File: src/rtl/threshold_command_parser_gate_core_defines.svh
// ----------------------------------------------------------------------------
// Threshold command parser gate: assertion macros
// Shared concurrent assertion forms; the using module provides clk and arst_n.
// ----------------------------------------------------------------------------
`ifndef THRESHOLD_COMMAND_PARSER_GATE_CORE_DEFINES_SVH
`define THRESHOLD_COMMAND_PARSER_GATE_CORE_DEFINES_SVH

// Same-cycle implication.
`define TCPG_ASSERT_NOW(label, ante, cons, msg) \
	label: assert property (@(posedge clk) disable iff (!arst_n) (ante) |-> (cons)) \
		else $error(msg);

// Next-cycle implication.
`define TCPG_ASSERT_NEXT(label, ante, cons, msg) \
	label: assert property (@(posedge clk) disable iff (!arst_n) (ante) |=> (cons)) \
		else $error(msg);

`endif

File: src/rtl/tcpg_pkg.sv
// ----------------------------------------------------------------------------
// Threshold command parser gate: package
// Shared constants, codes and the command / result structs.
// ----------------------------------------------------------------------------
`timescale 1ns / 1ps

package tcpg_pkg;

	localparam int LINE_LENGTH = 32;
	localparam int POS_W       = $clog2(LINE_LENGTH);
	localparam int HEAD_LEN    = 8;     // bytes of a line that decoding looks at

	localparam int THR_W    = 14;
	localparam int SAMPLE_W = 10;

	localparam int FIFO_DEPTH = 4;
	localparam int FIFO_AW    = $clog2(FIFO_DEPTH);
	localparam int FIFO_CW    = $clog2(FIFO_DEPTH + 1);

	localparam logic [7:0] CH_NL    = 8'h0A;
	localparam logic [7:0] CH_R     = 8'h52;
	localparam logic [7:0] CH_X     = 8'h58;
	localparam logic [7:0] CH_T     = 8'h54;
	localparam logic [7:0] CH_QUERY = 8'h3F;
	localparam logic [7:0] CH_EQ    = 8'h3D;
	localparam logic [7:0] CH_0     = 8'h30;
	localparam logic [7:0] CH_9     = 8'h39;

	typedef enum logic [1:0] {
		ACT_BYTE   = 2'd0,
		ACT_SAMPLE = 2'd1,
		ACT_SWITCH = 2'd2
	} act_t;

	typedef enum logic [2:0] {
		RESP_NONE   = 3'd0,
		RESP_REPORT = 3'd1,
		RESP_SET    = 3'd2,
		RESP_TOGGLE = 3'd3,
		RESP_HELP   = 3'd4
	} resp_t;

	typedef enum logic [2:0] {
		OP_NONE   = 3'd0,
		OP_SAMPLE = 3'd1,
		OP_SWITCH = 3'd2,
		OP_REPORT = 3'd3,
		OP_SET    = 3'd4,
		OP_TOGGLE = 3'd5,
		OP_HELP   = 3'd6
	} op_t;

	typedef struct packed {
		op_t              op;
		logic [THR_W-1:0] arg;
	} cmd_t;

	typedef struct packed {
		logic             drive;
		resp_t            response;
		logic [THR_W-1:0] value;
		logic             print_on;
	} res_t;

endpackage

File: src/rtl/tcpg_front.sv
// ----------------------------------------------------------------------------
// Threshold command parser gate: front end
// Tracks the line position, keeps the head of the line and turns each beat
// into one command for the back end.
// ----------------------------------------------------------------------------
`timescale 1ns / 1ps

module tcpg_front (
	input  logic                          clk,
	input  logic                          arst_n,
	input  logic                          accept,
	input  logic [1:0]                    action,
	input  logic [7:0]                    byte_value,
	input  logic [tcpg_pkg::SAMPLE_W-1:0] sample,
	input  logic                          switch_level,
	output tcpg_pkg::cmd_t                cmd
);
	import tcpg_pkg::*;

	logic [POS_W-1:0] pos_q;
	logic [7:0]       head_q [HEAD_LEN];
	logic [7:0]       eff    [HEAD_LEN];
	logic             line_end;
	logic             is_ask, is_set, is_tog;
	logic             stop, bad;
	logic [THR_W-1:0] acc;
	logic [7:0]       c;
	op_t              line_op;
	logic [THR_W-1:0] line_arg;

	// A line ends on newline or when the last slot is taken; either way the
	// byte at the current position reads as a newline.
	assign line_end = (byte_value == CH_NL) || (pos_q == POS_W'(LINE_LENGTH - 1));

	always_comb begin
		for (int i = 0; i < HEAD_LEN; i++) begin
			eff[i] = (pos_q == POS_W'(i)) ? CH_NL : head_q[i];
		end
	end

	always_comb begin
		is_ask = (eff[0] == CH_R) && (eff[1] == CH_X) && (eff[2] == CH_T)
			&& (eff[3] == CH_QUERY) && (eff[4] == CH_NL);
		is_set = (eff[0] == CH_R) && (eff[1] == CH_X) && (eff[2] == CH_T)
			&& (eff[3] == CH_EQ);
		is_tog = (eff[0] == CH_R) && (eff[1] == CH_X) && (eff[2] == CH_NL);

		// up to four digits after the equals sign
		stop = 1'b0;
		bad  = 1'b0;
		acc  = '0;
		c    = '0;
		for (int k = 0; k < 4; k++) begin
			c = eff[4 + k];
			if (!stop) begin
				if (c == CH_NL) begin
					stop = 1'b1;
				end else if (c < CH_0 || c > CH_9) begin
					bad  = 1'b1;
					stop = 1'b1;
				end else begin
					acc = THR_W'((acc << 3) + (acc << 1) + {{(THR_W-4){1'b0}}, c[3:0]});
				end
			end
		end

		line_arg = '0;
		priority if (is_ask) begin
			line_op = OP_REPORT;
		end else if (is_set) begin
			line_op  = bad ? OP_HELP : OP_SET;
			line_arg = bad ? '0 : acc;
		end else if (is_tog) begin
			line_op = OP_TOGGLE;
		end else begin
			line_op = OP_HELP;
		end
	end

	always_comb begin
		cmd.op  = OP_NONE;
		cmd.arg = '0;
		unique case (act_t'(action))
			ACT_BYTE: begin
				if (line_end) begin
					cmd.op  = line_op;
					cmd.arg = line_arg;
				end
			end
			ACT_SAMPLE: begin
				cmd.op  = OP_SAMPLE;
				cmd.arg = {{(THR_W-SAMPLE_W){1'b0}}, sample};
			end
			ACT_SWITCH: begin
				cmd.op  = OP_SWITCH;
				cmd.arg = {{(THR_W-1){1'b0}}, switch_level};
			end
			default: begin
				cmd.op = OP_NONE;
			end
		endcase
	end

	always_ff @(posedge clk or negedge arst_n) begin
		if (!arst_n) begin
			pos_q <= '0;
		end else if (accept && act_t'(action) == ACT_BYTE) begin
			pos_q <= line_end ? '0 : pos_q + 1'b1;
		end
	end

	always_ff @(posedge clk) begin
		for (int i = 0; i < HEAD_LEN; i++) begin
			if (accept && act_t'(action) == ACT_BYTE && pos_q == POS_W'(i)) begin
				head_q[i] <= byte_value;
			end
		end
	end

endmodule

File: src/rtl/tcpg_cmd_fifo.sv
// ----------------------------------------------------------------------------
// Threshold command parser gate: command queue
// Small FIFO of decoded commands between front end and back end.
// ----------------------------------------------------------------------------
`timescale 1ns / 1ps

module tcpg_cmd_fifo (
	input  logic           clk,
	input  logic           arst_n,
	input  logic           push,
	input  tcpg_pkg::cmd_t push_cmd,
	output logic           full,
	input  logic           pop,
	output logic           avail,
	output tcpg_pkg::cmd_t head
);
	import tcpg_pkg::*;
	`include "threshold_command_parser_gate_core_defines.svh"

	cmd_t               mem_q [FIFO_DEPTH];
	logic [FIFO_AW-1:0] wr_ptr_q, rd_ptr_q;
	logic [FIFO_CW-1:0] cnt_q;

	assign full  = (cnt_q == FIFO_CW'(FIFO_DEPTH));
	assign avail = (cnt_q != '0);
	assign head  = mem_q[rd_ptr_q];

	always_ff @(posedge clk or negedge arst_n) begin
		if (!arst_n) begin
			wr_ptr_q <= '0;
			rd_ptr_q <= '0;
			cnt_q    <= '0;
		end else begin
			if (push) begin
				wr_ptr_q <= wr_ptr_q + 1'b1;
			end
			if (pop) begin
				rd_ptr_q <= rd_ptr_q + 1'b1;
			end
			unique case ({push, pop})
				2'b10:   cnt_q <= cnt_q + 1'b1;
				2'b01:   cnt_q <= cnt_q - 1'b1;
				default: cnt_q <= cnt_q;
			endcase
		end
	end

	always_ff @(posedge clk) begin
		if (push) begin
			mem_q[wr_ptr_q] <= push_cmd;
		end
	end

	`TCPG_ASSERT_NOW(a_fifo_no_overflow, push, !full, "command pushed into a full queue")
	`TCPG_ASSERT_NOW(a_fifo_no_underflow, pop, avail, "command popped from an empty queue")

endmodule

File: src/rtl/tcpg_back.sv
// ----------------------------------------------------------------------------
// Threshold command parser gate: back end
// Executes commands against threshold, print flag, switch and sample state
// and holds one result for the output side.
// ----------------------------------------------------------------------------
`timescale 1ns / 1ps

module tcpg_back (
	input  logic                       clk,
	input  logic                       arst_n,
	input  logic                       cmd_valid,
	input  tcpg_pkg::cmd_t             cmd,
	output logic                       cmd_take,
	input  logic                       cfg_wr_en,
	input  logic [tcpg_pkg::THR_W-1:0] cfg_wr_data,
	input  logic                       pop,
	output logic                       res_valid,
	output tcpg_pkg::res_t             res
);
	import tcpg_pkg::*;
	`include "threshold_command_parser_gate_core_defines.svh"

	logic [THR_W-1:0]    thr_q, thr_n;
	logic                prt_q, prt_n;
	logic                sw_q, sw_n;
	logic [SAMPLE_W-1:0] smp_q, smp_n;
	logic                out_vld_q;
	res_t                res_q, res_n;
	logic                adv;
	logic                thr_upd;
	logic                res_hold;

	// take a command when the result slot is free or drains this cycle
	assign adv       = cmd_valid && (!out_vld_q || pop);
	assign cmd_take  = adv;
	assign res_valid = out_vld_q;
	assign res       = res_q;

	// threshold may only move on a register write or an executed set
	assign thr_upd  = cfg_wr_en || (adv && cmd.op == OP_SET);
	assign res_hold = out_vld_q && !pop;

	always_comb begin
		thr_n          = thr_q;
		prt_n          = prt_q;
		sw_n           = sw_q;
		smp_n          = smp_q;
		res_n.response = RESP_NONE;
		res_n.value    = '0;
		unique case (cmd.op)
			OP_SAMPLE: smp_n = cmd.arg[SAMPLE_W-1:0];
			OP_SWITCH: sw_n = cmd.arg[0];
			OP_REPORT: begin
				res_n.response = RESP_REPORT;
				res_n.value    = thr_q;
			end
			OP_SET: begin
				thr_n          = cmd.arg;
				res_n.response = RESP_SET;
				res_n.value    = cmd.arg;
			end
			OP_TOGGLE: begin
				prt_n          = ~prt_q;
				res_n.response = RESP_TOGGLE;
				res_n.value    = {{(THR_W-1){1'b0}}, ~prt_q};
			end
			OP_HELP:   res_n.response = RESP_HELP;
			default:   res_n.response = RESP_NONE;
		endcase
		res_n.drive    = sw_n && ({{(THR_W-SAMPLE_W){1'b0}}, smp_n} >= thr_n);
		res_n.print_on = prt_n;
	end

	always_ff @(posedge clk or negedge arst_n) begin
		if (!arst_n) begin
			thr_q     <= '0;
			prt_q     <= 1'b0;
			sw_q      <= 1'b0;
			smp_q     <= '0;
			out_vld_q <= 1'b0;
		end else begin
			if (cfg_wr_en) begin
				thr_q <= cfg_wr_data;
			end else if (adv) begin
				thr_q <= thr_n;
			end
			if (adv) begin
				prt_q <= prt_n;
				sw_q  <= sw_n;
				smp_q <= smp_n;
			end
			if (adv) begin
				out_vld_q <= 1'b1;
			end else if (pop) begin
				out_vld_q <= 1'b0;
			end
		end
	end

	always_ff @(posedge clk) begin
		if (adv) begin
			res_q <= res_n;
		end
	end

	`TCPG_ASSERT_NEXT(a_thr_hold, !thr_upd, $stable(thr_q), "threshold changed without set or write")
	`TCPG_ASSERT_NEXT(a_res_hold, res_hold, out_vld_q && $stable(res_q), "waiting result changed")

endmodule

File: src/rtl/threshold_command_parser_gate_core.sv
// ----------------------------------------------------------------------------
// Threshold command parser gate: top level
// Serial command parser for a threshold, a print flag and a gated drive.
// ----------------------------------------------------------------------------
// Each beat on the push side is a serial byte, a sensor sample or a switch
// level, picked by action, and every beat yields exactly one result beat on
// the pop side, in order. Bytes build a line; newline, or filling all
// LINE_LENGTH slots (last byte taken as newline), ends it and decodes one
// command: RXT? reports the threshold, RXT= with up to four digits sets it
// (no digits sets zero, a non-digit gives help), RX toggles the print flag,
// anything else gives help. drive is high when the switch is closed and the
// last sample is at or above the threshold. cfg_wr_en/cfg_wr_data load the
// threshold directly; write it only while no results are outstanding.
// Throughput is one beat per clock while full is low. A result shows on the pop
// side once its command has been written into the four-entry command queue by
// the accepting edge and then moved through the back end into the result
// register, a move that waits while an earlier result is not popped. full rises
// only when that queue fills because results are not being popped.
`timescale 1ns / 1ps

module threshold_command_parser_gate_core (
	input  logic        clk,
	input  logic        arst_n,
	input  logic        cfg_wr_en,
	input  logic [13:0] cfg_wr_data,
	input  logic        push,
	output logic        full,
	input  logic [1:0]  action,
	input  logic [7:0]  byte_value,
	input  logic [9:0]  sample,
	input  logic        switch_level,
	output logic        empty,
	input  logic        pop,
	output logic        drive,
	output logic [2:0]  response,
	output logic [13:0] response_value,
	output logic        print_on
);
	import tcpg_pkg::*;

	logic accept;
	cmd_t front_cmd;
	cmd_t q_head;
	logic q_full;
	logic q_avail;
	logic q_take;
	logic res_valid;
	res_t res;

	assign accept = push && !q_full;
	assign full   = q_full;

	// front: position tracking and line decode
	tcpg_front u_front (
		.clk          (clk),
		.arst_n       (arst_n),
		.accept       (accept),
		.action       (action),
		.byte_value   (byte_value),
		.sample       (sample),
		.switch_level (switch_level),
		.cmd          (front_cmd)
	);

	// decouples decode from execution
	tcpg_cmd_fifo u_cmd_fifo (
		.clk      (clk),
		.arst_n   (arst_n),
		.push     (accept),
		.push_cmd (front_cmd),
		.full     (q_full),
		.pop      (q_take),
		.avail    (q_avail),
		.head     (q_head)
	);

	// back: state update and result register
	tcpg_back u_back (
		.clk         (clk),
		.arst_n      (arst_n),
		.cmd_valid   (q_avail),
		.cmd         (q_head),
		.cmd_take    (q_take),
		.cfg_wr_en   (cfg_wr_en),
		.cfg_wr_data (cfg_wr_data),
		.pop         (pop),
		.res_valid   (res_valid),
		.res         (res)
	);

	assign empty          = !res_valid;
	assign drive          = res.drive;
	assign response       = res.response;
	assign response_value = res.value;
	assign print_on       = res.print_on;

endmodule

File: config.mk
export PLATFORM = sky130hd
export DESIGN_NAME = threshold_command_parser_gate_core
export DESIGN_NICKNAME = d
export VERILOG_FILES = /design/src/rtl/tcpg_pkg.sv /design/src/rtl/tcpg_front.sv /design/src/rtl/tcpg_cmd_fifo.sv /design/src/rtl/tcpg_back.sv /design/src/rtl/threshold_command_parser_gate_core.sv
export VERILOG_INCLUDE_DIRS = /design/src /design/src/rtl
export SDC_FILE = /design/constraint.sdc
export NUM_CORES = 1
export LEC_CHECK = 0
export ABC_AREA = 0
export BUFFER_PORTS_ARGS = -buffer_cell sky130_fd_sc_hd__buf_2
export CORE_ASPECT_RATIO = 0.5
export CORE_MARGIN = 2
export CORE_UTILIZATION = 49
export CTS_CLUSTER_DIAMETER = 150
export DETAILED_ROUTE_END_ITERATION = 10
export GPL_ROUTABILITY_DRIVEN = 0
export PLACE_DENSITY = 0.66
export SKIP_LAST_GASP = 1
export SLEW_MARGIN = 25
export SYNTH_ARGS = -nofsm -noshare
export SYNTH_HDL_FRONTEND = slang
export SYNTH_HIERARCHICAL = 1
export SYNTH_SLANG_ARGS = --single-unit
export TNS_END_PERCENT = 1
File: constraint.sdc
create_clock -name clk -period 13.19 [get_ports clk]
set_clock_uncertainty 0.1 [all_clocks]
set_input_delay 1.9785 -clock clk [delete_from_list [all_inputs] [get_ports clk]]
set_output_delay 1.9785 -clock clk [all_outputs]
set_load 0.01 [all_outputs]
# Word level (Yosys, flattened, before mapping)
# Memories as Yosys holds them, arrays and structs flattened.
# Index checks and enable logic that the tools add are counted.
dict set report classes {
  n_addsub 11
  n_mul 0
  div_mod_pow 0
  n_lt_le_gt_ge 9
  eq_ne 30
  n_shift 0
  muxes 98
  n_bitwise 1
  n_reduce_logical 39
}
# operator count
set op_table {}
lappend op_table {{14-bit two-way mux} 16}
lappend op_table {{8-bit two-way mux} 15}
lappend op_table {{14-bit one-hot mux with 3 select lines} 2}
lappend op_table {{8-bit OR reduction} 7}
lappend op_table {{8-bit by 4-bit equality test with 1-bit output, second input constant} 6}
lappend op_table {{1-bit two-way mux} 47}
lappend op_table {{14-bit adder} 3}
lappend op_table {{14-bit by 4-bit adder with 14-bit output} 3}
lappend op_table {{8-bit by 6-bit greater-than comparator with 1-bit output, second input constant} 4}
lappend op_table {{8-bit by 6-bit less-than comparator with 1-bit output, second input constant} 4}
lappend op_table {{3-bit two-way mux} 9}
lappend op_table {{8-bit by 7-bit equality test with 1-bit output, second input constant} 3}
lappend op_table {{5-bit by 3-bit equality test with 1-bit output, second input constant} 4}
lappend op_table {{1-bit logical AND} 18}
lappend op_table {{17-bit two-way mux} 1}
lappend op_table {{8-bit by 6-bit equality test with 1-bit output, second input constant} 2}
lappend op_table {{10-bit by 14-bit >= comparator with 1-bit output} 1}
lappend op_table {{3-bit equality test, second input constant} 4}
lappend op_table {{3-bit one-hot mux with 4 select lines} 1}
lappend op_table {{5-bit by 2-bit equality test with 1-bit output, second input constant} 2}
lappend op_table {{10-bit two-way mux} 1}
lappend op_table {{3-bit one-hot mux with 3 select lines} 1}
lappend op_table {{3-bit by 2-bit equality test with 1-bit output, second input constant} 2}
lappend op_table {{1-bit logical OR} 6}
lappend op_table {{19 further kinds} 26}
dict set report word_totals {
  ff_bits 58
  latchBits 0
  ram_bits 132
  rom_bits 0
  input_bits 40
  wordCells 203
  mem_count 2
}
# memory depth width read_ports rd_clocked_by_memory_dff write_ports line_no
set memory_table {}
lappend memory_table {u_cmd_fifo.mem_q 4 17 1 0 1 tcpg_cmd_fifo.sv:20} ;# cmd_t mem_q [FIFO_DEPTH];
lappend memory_table {u_front.head_q 8 8 8 0 1 tcpg_front.sv:21} ;# logic [7:0] head_q [HEAD_LEN];

# Depth between registers and ports, before layout
# Gate-level depths: netlist (run 1).
dict set report logic_depth {
  ltp_word 26
  mapped_depth 28
  mapped_depth_nobuf 28
}

# Hierarchy
# The synthesis (run 1) kept the hierarchy.
# mod instances cells_each area_each_um2 seq_area_each_um2
set by_module_without_submodules {}
lappend by_module_without_submodules {tcpg_front 1 468 4785.8 2047.0}
lappend by_module_without_submodules {tcpg_cmd_fifo 1 122 2887.8 2217.1}
lappend by_module_without_submodules {tcpg_back 1 214 2403.6 1246.2}
lappend by_module_without_submodules {threshold_command_parser_gate_core 1 2 17.5 0.0}

# Worst setup path after synthesis (run 1)
# OpenSTA, ideal clock, no wires.
dict set report synth_path {
  path_type {register to register}
  startpoint {reg u_front.pos_q[0]}
  endpoint {mem u_cmd_fifo/mem_q[0][12] in the netlist's numbering (data pin)}
  setup_time_ns 0.203
  arrival_time_ns 5.463
  path_slack_ns 7.424
  path_stages_with_launch 27
  cell_sequence {dfrtp_1 inv_1 ha_1 nand4bb_1 nand3_1 nor2_1 ha_1 ha_1 inv_1 fa_1 and2_1 nor2_1 ha_1 ha_1 o21ai_0 o21bai_1 a211o_1 nand3_1 a21oi_1 ha_1 ha_1 or2_2 a21oi_1 a211oi_1 o21ai_0 a21boi_0 nor3_1}
}
# element line_no
set synth_rtl {}
lappend synth_rtl {{from (decl)} tcpg_front.sv:20} ;# logic [POS_W-1:0] pos_q;
lappend synth_rtl {{from (signal assigned)} tcpg_front.sv:108} ;# pos_q <= line_end ? '0 : pos_q + 1'b1;
lappend synth_rtl {{to (decl)} tcpg_cmd_fifo.sv:20}

==> out/qor.csv, run 1 <==
stage,metric,value,unit
cts,clock_sinks,190,
yosys,synth_area,10100,µm²
timing,rsz0062_at_grt,false,
timing,worst_pin_slew,873,ps
grt,grt_first_pass_wirelength,34200,µm
worst_setup_path,critPathBufInv,2,
worst_setup_path,slowest_delay,450,ps
yosys,yosysTopAreaCellShare,0.449,
floorplanning,design.die.area,21800,µm²
grt,grt_use_met3,0.0408,
timing,tns,0,ps
detailed_routing,vias,6566,
pwr,switchingPower,628,µW
timing,slew_violations,0,
timing,clock.fmax,148,MHz
grt,grtUsageMet1,0.283,
cts,cts_made_buffers,17,
pwr,vdd_drop_max,0.0673,mV
yosys,synth.avg_cell_area,12.5,µm²
pwr,p_leak,0.00446,µW
cts,insertion_delay,430,ps
grt,grt_pass1_vias,6528,
detailed_routing,wl_per_cell,18.3,µm
worst_setup_path,startpoint,u_front/pos_q[0],
grt,grt_use_met2,0.328,
yosys,syn-num-nets,915,
floorplanning,die_h,105,µm
worst_setup_path,crit_type,reg2reg,
yosys,ys.flop_type,edfxtp_1,
floorplanning,pin_count,61,
cts,cts_root_buf,clkbuf_16,
pwr,comb_power_share,0.293,
pwr,swShare,0.322,
detailed_routing,ant_nets,0,
min_path,hold_path_startpoint,u_back/smp_q[7],
timing,layout_setup_ws,6440,ps
job,max-cap-violations,0,
cts,cts_tree,yes,
worst_setup_path,worstPathArrival,6850,ps
detailed_routing,first_pass_iters,5,
worst_setup_path,endpoint_kind,flop,
layout,area_growth,11.5,%
floorplanning,chipWidth,207,µm
floorplanning,start_util,0.496,
timing,maxSlewHeadroom,0.418,
timing,fin_crit_sh,0.512,
min_path,hold_class,reg2reg,
worst_setup_path,crit_family,adder cells,
yosys,ys_types,71,
worst_setup_path,critPathMaxFanout,9,
yosys,ys_seq_area_frac,0.546,
detailed_routing,drt_wl_total,21100,µm
layout,num_antenna_cells,0,
worst_setup_path,start_kind,flop,
yosys,synth_top_area_cell,edfxtp_1,
pwr,p_int,1320,µW
place,hpwl,15000,µm
floorplanning,rows,37,
pwr,clkPwrFrac,0.265,
cts,path_clk_slew,70,ps
place,place_worst_setup_slack,6520,ps
grt,busiest_layer,met2,
yosys,synthArstFlopShare,0.205,
worst_setup_path,timing.rr.start,u_front/pos_q[0],
yosys,yosys-top-cells-count,"edfxtp_1 (151), nand2_1 (80), ha_1 (63)",
yosys,post-synth-top-count-cell,edfxtp_1,
place,port_buffers,60,
layout,drive_gt1_frac,0.150,
cts,post_cts_resized,0,
worst_setup_path,crit_required,13300,ps
grt,antenna_found_initial,0,
yosys,syn_inst,806,
timing,hold_violations,0,
yosys,yosys_warnings,6,
yosys,synth_edf_count,151,
status,status,finished clean,
grt,grt_overflow_total,0,
pwr,seqPwrFrac,0.442,
grt,grt_max_degree,40,
timing,worst_hold_slack,377,ps
timing,post-route-min-period,6750,ps
detailed_routing,drtIter0Drc,309,
grt,grt_use_total,0.203,
cts,cts_max_path_buffers,2,
worst_setup_path,cpMaxStageDelayCell,dfrtp_1,
layout,final_nets,975,
timing,setup_viol,0,
yosys,netlist_top_cells_area,"edfxtp_1 (45%), dfrtp_1 (9.7%), ha_1 (7.8%), nand2_1 (3.0%), mux2i_1 (2.8%)",
pwr,powerDensity,173,nW/µm²
worst_setup_path,cpMostUsedCell,ha_1,
cts,hold_buffers,0,
detailed_routing,vias_per_cell,5.70,
yosys,synth_seq_cells,190,
detailed_routing,drc,0,
floorplanning,core,20400,µm²
cts,htreeDepth,4,
cts,post-cts-setup-buffers,0,
[final timing paths]
path                                      endpoint  slack, ps  depth (start not counted)
setup / recovery           u_cmd_fifo/mem_q[2][12]       6440                         26
hold / removal                     u_back/smp_q[7]        380                          2
setup reg to reg           u_cmd_fifo/mem_q[2][12]       6440                         26
hold reg to reg                    u_back/smp_q[7]        380                          2
max in group asynchronous   u_cmd_fifo/rd_ptr_q[0]      11160                          1
min in group asynchronous          u_back/thr_q[4]       1430                          1
[through the flow]
| step | instance area, µm² | instances | util | power, µW |
|---|---|---|---|---|
| floorplan | 10100 | 806 | - | 1290 |
| global placement | 10600 | 1120 | 0.523 | 1430 |
| detailed placement | 10600 | 1120 | 0.523 | 1450 |
| CTS | 11200 | 1152 | 0.552 | 1970 |
| global route | 11300 | 1152 | 0.552 | 2070 |
| finish | 11300 | 1152 | 0.552 | 1950 |
[power by group through the flow]
stage / Sequential [µW] / Clock [µW] / Combinational, µW
after floorplan: 847 / 0 / 440
after global placement: 868 / 0 / 561
after detailed placement: 874 / 0 / 572
after CTS: 863 / 528 / 575
after global routing: 879 / 552 / 635
final: 861 / 516 / 572
[metal layers]
metal / wire, µm / share of wire
met5: 0 / 0
met1: 9690 / 0.46
met4: 222 / 0.011
met2: 10200 / 0.48
met3: 990 / 0.047
[worst register-to-register path, cell delays in order, from the launching register on]
cell and delay [ps]:
dfrtp_1 450, inv_1 100, ha_1 260, nand4bb_1 240
nand3_1 330, nor2_1 250, ha_1 260, ha_1 230
inv_1 70, fa_1 390, and2_1 170, nor2_1 220
ha_1 280, ha_1 260, a211oi_1 350, o21bai_1 140
a211o_1 310, nand3_1 110, a21oi_1 110, ha_1 320
ha_1 350, or2_2 290, a21oi_1 190, a211oi_1 80
o21ai_0 240, a21boi_0 120, nor3_1 330
[kinds of logic (layout without fill, tap and decap cells)]
family	Yosys count	in the layout	synth area share
XOR/XNOR	21	21	0.0182
flip-flops	190	190	0.546
adder cells (fa/ha/maj)	69	69	0.0900
multiplexers	58	58	0.0835
AND/OR/NAND/NOR	263	263	0.143
AO/OA/AOI/OAI	155	155	0.0971
buffers and inverters	50	123	0.0221
[sequential cells by signal, summed over array words and instances (netlist names), 3 cells and up]
name	count
u_back/smp_q	10
u_front/pos_q	5
u_back/thr_q	14
u_front/head_q	64
u_cmd_fifo/cnt_q	3
u_cmd_fifo/mem_q	68
u_back/res	19
[cell usage in the layout (no fill, tap or decap), types with 4 or more instances in the layout]
cell type  netlist  routed
edfxtp_1       151     151
nand2_1         80      80
ha_1            63      63
buf_2            6      59
o21ai_0         43      43
nor2_1          42      42
a21oi_1         40      40
dfrtp_1         39      38
mux2i_1         28      28
inv_1           27      27
nor3_1          20      20
clkbuf_16        0      17
and2_1          16      16
nand3_1         16      16
a22o_1          15      15
mux2_2          13      13
and3_1          12      12
xor2_1          11      11
o21ai_1         10      10
xnor2_1         10      10
nand2b_1         9       9
mux4_1           9       9
nor2b_1          8       8
mux4_2           8       8
nor4bb_1         7       7
nor3b_1          6       6
a211oi_1         6       6
nand4_1          6       6
a21o_1           6       6
fa_1             6       6
nor4b_1          6       6
buf_4            1       5
nor4_1           5       5
o21a_1           5       5
inv_6            0       4
or2_2            4       4
or4_1            4       4
nand4bb_1        4       4
[cell type report]
type                       count  area (µm²)
sequential                   190        5510
timing repair buffer          64         333
fill                        1690        9120
clock inverter                15         179
inverter                      27         101
clock buffer                  17         425
multi-input combinational    566        4360
tap                          273         342
Power figures use the tool's default switching activity.
==> run 2, diff against run 1 <==
Settings changed: PLACE_DENSITY 0.66 to 0.69.
Clock period 13.19 ns to 6.15 ns, I/O delays scaled along.
==> out/qor.csv, run 2 (same netlist as run 1, synthesis figures left out) <==
stage,metric,value,unit,change
status,status,finished clean,,unchanged
floorplanning,chipWidth,207,µm,unchanged
timing,worst_hold_slack,372,ps,was 377 ps
pwr,seqPwrFrac,0.425,,was 0.442
grt,grt_first_pass_wirelength,35200,µm,was 34200 µm
floorplanning,die_h,105,µm,unchanged
pwr,p_int,2810,µW,was 1320 µW
cts,cts_max_path_buffers,2,,unchanged
worst_setup_path,critPathMaxFanout,4,,was 9
layout,area_growth,14.9,%,was 11.5%
timing,maxSlewHeadroom,0.381,,was 0.418
worst_setup_path,regToRegSetupSlack,100,ps,was 6440 ps
pwr,comb_power_share,0.312,,was 0.293
worst_setup_path,crit_type,reg2reg,,unchanged
timing,hold_violations,0,,unchanged
pwr,vdd_drop_max,0.156,mV,was 0.0673 mV
timing,slew_violations,0,,unchanged
timing,worst_pin_slew,929,ps,was 873 ps
floorplanning,core,20400,µm²,unchanged
min_path,hold_path_startpoint,u_back/smp_q[1],,was u_back/smp_q[7]
detailed_routing,drt_wl_total,22100,µm,was 21100 µm
min_path,worstHoldPathCells,2,,unchanged
timing,post-route-min-period,6050,ps,was 6750 ps
cts,hold_buffers,0,,unchanged
grt,grt_overflow_total,0,,unchanged
pwr,powerDensity,366,nW/µm²,was 173 nW/µm²
place,port_buffers,60,,unchanged
grt,grt_use_total,0.209,,was 0.203
pwr,p_leak,0.00456,µW,was 0.00446 µW
detailed_routing,wl_per_cell,18.9,µm,was 18.3 µm
floorplanning,rows,37,,unchanged
detailed_routing,first_pass_iters,5,,unchanged
cts,insertion_delay,440,ps,was 430 ps
layout,final_nets,995,,was 975
place,hpwl,15500,µm,was 15000 µm
layout,fin_util,0.570,,was 0.552
cts,clock_sinks,190,,unchanged
layout,max_flop_register,u_cmd_fifo/mem_q,,unchanged
timing,rsz0062_at_grt,true,,was false
layout,most-common-layout-cells,"edfxtp_1 (151), nand2_1 (80), buf_2 (59), ha_1 (58)",,"was edfxtp_1 (151), nand2_1 (80), ha_1 (63), buf_2 (59), o21ai_0 (43)"
worst_setup_path,timing.rr.end,u_cmd_fifo/mem_q[0][9],,was u_cmd_fifo/mem_q[2][12]
worst_setup_path,endpoint_kind,flop,,unchanged
detailed_routing,vias,6809,,was 6566
floorplanning,pin_count,61,,unchanged
layout,final_common_cell,edfxtp_1,,unchanged
place,place_worst_setup_slack,-184,ps,was 6520 ps
layout,fin_area,11600,µm²,was 11300 µm²
min_path,hold_class,reg2reg,,unchanged
timing,setup_viol,0,,unchanged
min_path,holdPathEnd,u_back/smp_q[1],,was u_back/smp_q[7]
grt,grt_max_degree,40,,unchanged
worst_setup_path,start_kind,flop,,unchanged
layout,num_antenna_cells,0,,unchanged
pwr,switchingPower,1440,µW,was 628 µW
worst_setup_path,crit_required,6240,ps,was 13300 ps
timing,fin_crit_sh,0.983,,was 0.512
floorplanning,design.die.area,21800,µm²,unchanged
worst_setup_path,worstPathArrival,6140,ps,was 6850 ps
pwr,clkPwrFrac,0.263,,was 0.265
pwr,power,4240,µW,was 1950 µW
worst_setup_path,timing.rr.start,u_front/pos_q[0],,unchanged
cts,path_clk_slew,80,ps,was 70 ps
detailed_routing,vias_per_cell,5.81,,was 5.70
grt,grt_pass1_vias,6735,,was 6528
floorplanning,start_util,0.496,,unchanged
detailed_routing,drc,0,,unchanged
worst_setup_path,reg2reg_depth,27,,was 26
cts,cts_root_buf,clkbuf_16,,unchanged
timing,clock.fmax,165,MHz,was 148 MHz
timing,layout_setup_ws,103,ps,was 6440 ps
place,placed_area,10800,µm²,was 10600 µm²
job,max-cap-violations,0,,unchanged
grt,antenna_found_initial,1,,was 0
cts,htreeDepth,4,,unchanged
cts,cts_tree,yes,,unchanged
pwr,swShare,0.338,,was 0.322
cts,cts_made_buffers,17,,unchanged
layout,drive_gt1_frac,0.204,,was 0.150
detailed_routing,drtIter0Drc,463,,was 309
layout,largest_reg_flops,68,,unchanged
layout,n_fill_cell,1633,,was 1690
detailed_routing,ant_nets,0,,unchanged
[run 2: changes by cell type in the layout (fill, tap and decap cells not counted), sizes merged]
cell | previous run | this run
buf | 64 | 84
clkinv | 4 | 8
bufinv | 2 | 0
clkinvlp | 2 | 0
[run 2: worst max path at each step]
stage,start,endpoint,slack [ps]
after global placement,u_front/pos_q[0],u_cmd_fifo/mem_q[2][11],10
final,u_front/pos_q[0],u_cmd_fifo/mem_q[0][9],100
after CTS,u_front/pos_q[0],u_cmd_fifo/mem_q[3][11],20
after detailed placement,u_front/pos_q[0],u_cmd_fifo/mem_q[2][11],-180
after global routing,u_front/pos_q[0],u_cmd_fifo/mem_q[3][9],-120
after floorplan,u_front/pos_q[0],u_cmd_fifo/mem_q[0][12],380
[run 2: power by group through the flow]
stage                     clock network, µW  logic (µW)  registers, µW
after floorplan                           0         943           1820
final                                  1120        1330           1800
after detailed placement                  0        1300           1830
after global placement                    0        1270           1820
after CTS                              1130        1320           1800
after global routing                   1190        1480           1830
[run 2: layout make-up]
type                       count  area (µm²)  share of cell area
sequential                   190        5510               0.475
multi-input combinational    566        4560               0.393
timing repair buffer          84         483              0.0416
clock buffer                  17         425              0.0367
tap                          273         342              0.0294
clock inverter                15         185              0.0160
inverter                      27         101             0.00873
[run 2: worst max-delay path: stages (launching register included)]
cell,delay [ps]
dfrtp_1,400
inv_1,100
ha_1,200
and4bb_2,310
nor2_2,60
nor2_2,130
ha_1,240
ha_1,310
mux2i_2,220
nor2_1,130
fa_1,590
inv_1,70
fa_1,480
nor2b_2,170
o21a_1,160
nor3_1,40
nand3b_1,170
a21oi_2,180
ha_1,270
ha_1,240
nor3_1,210
o21ai_0,140
a31oi_1,240
xor2_1,190
nor2_1,60
a31oi_1,140
o21ai_0,120
buf_4,160
[run 2: repair_timing]
action,CTS,global route
pin swaps,0,13
gates resized for setup,6,33
setup buffers,1,2
hold endpoints to repair,0,0
setup endpoints to repair,16,28
[run 2: stage by stage]
step           cells  setup TNS [ps]
6_report        1172               0
2_1_floorplan    806               0
5_1_grt         1172           -1570
3_5_place_dp    1137           -1770
3_3_place_gp    1137               0
4_1_cts         1170               0
[run 2: per-layer routing]
| metal | global-route usage | up-vias | part of all wire |
|---|---|---|---|
| met2 | 0.343 | 180 | 0.49 |
| met1 | 0.287 | 3374 | 0.46 |
| met3 | 0.0383 | 26 | 0.043 |
| met5 | 0 | - | 0 |
| li1 | - | 3229 | - |
| met4 | 0.0562 | 0 | 0.013 |
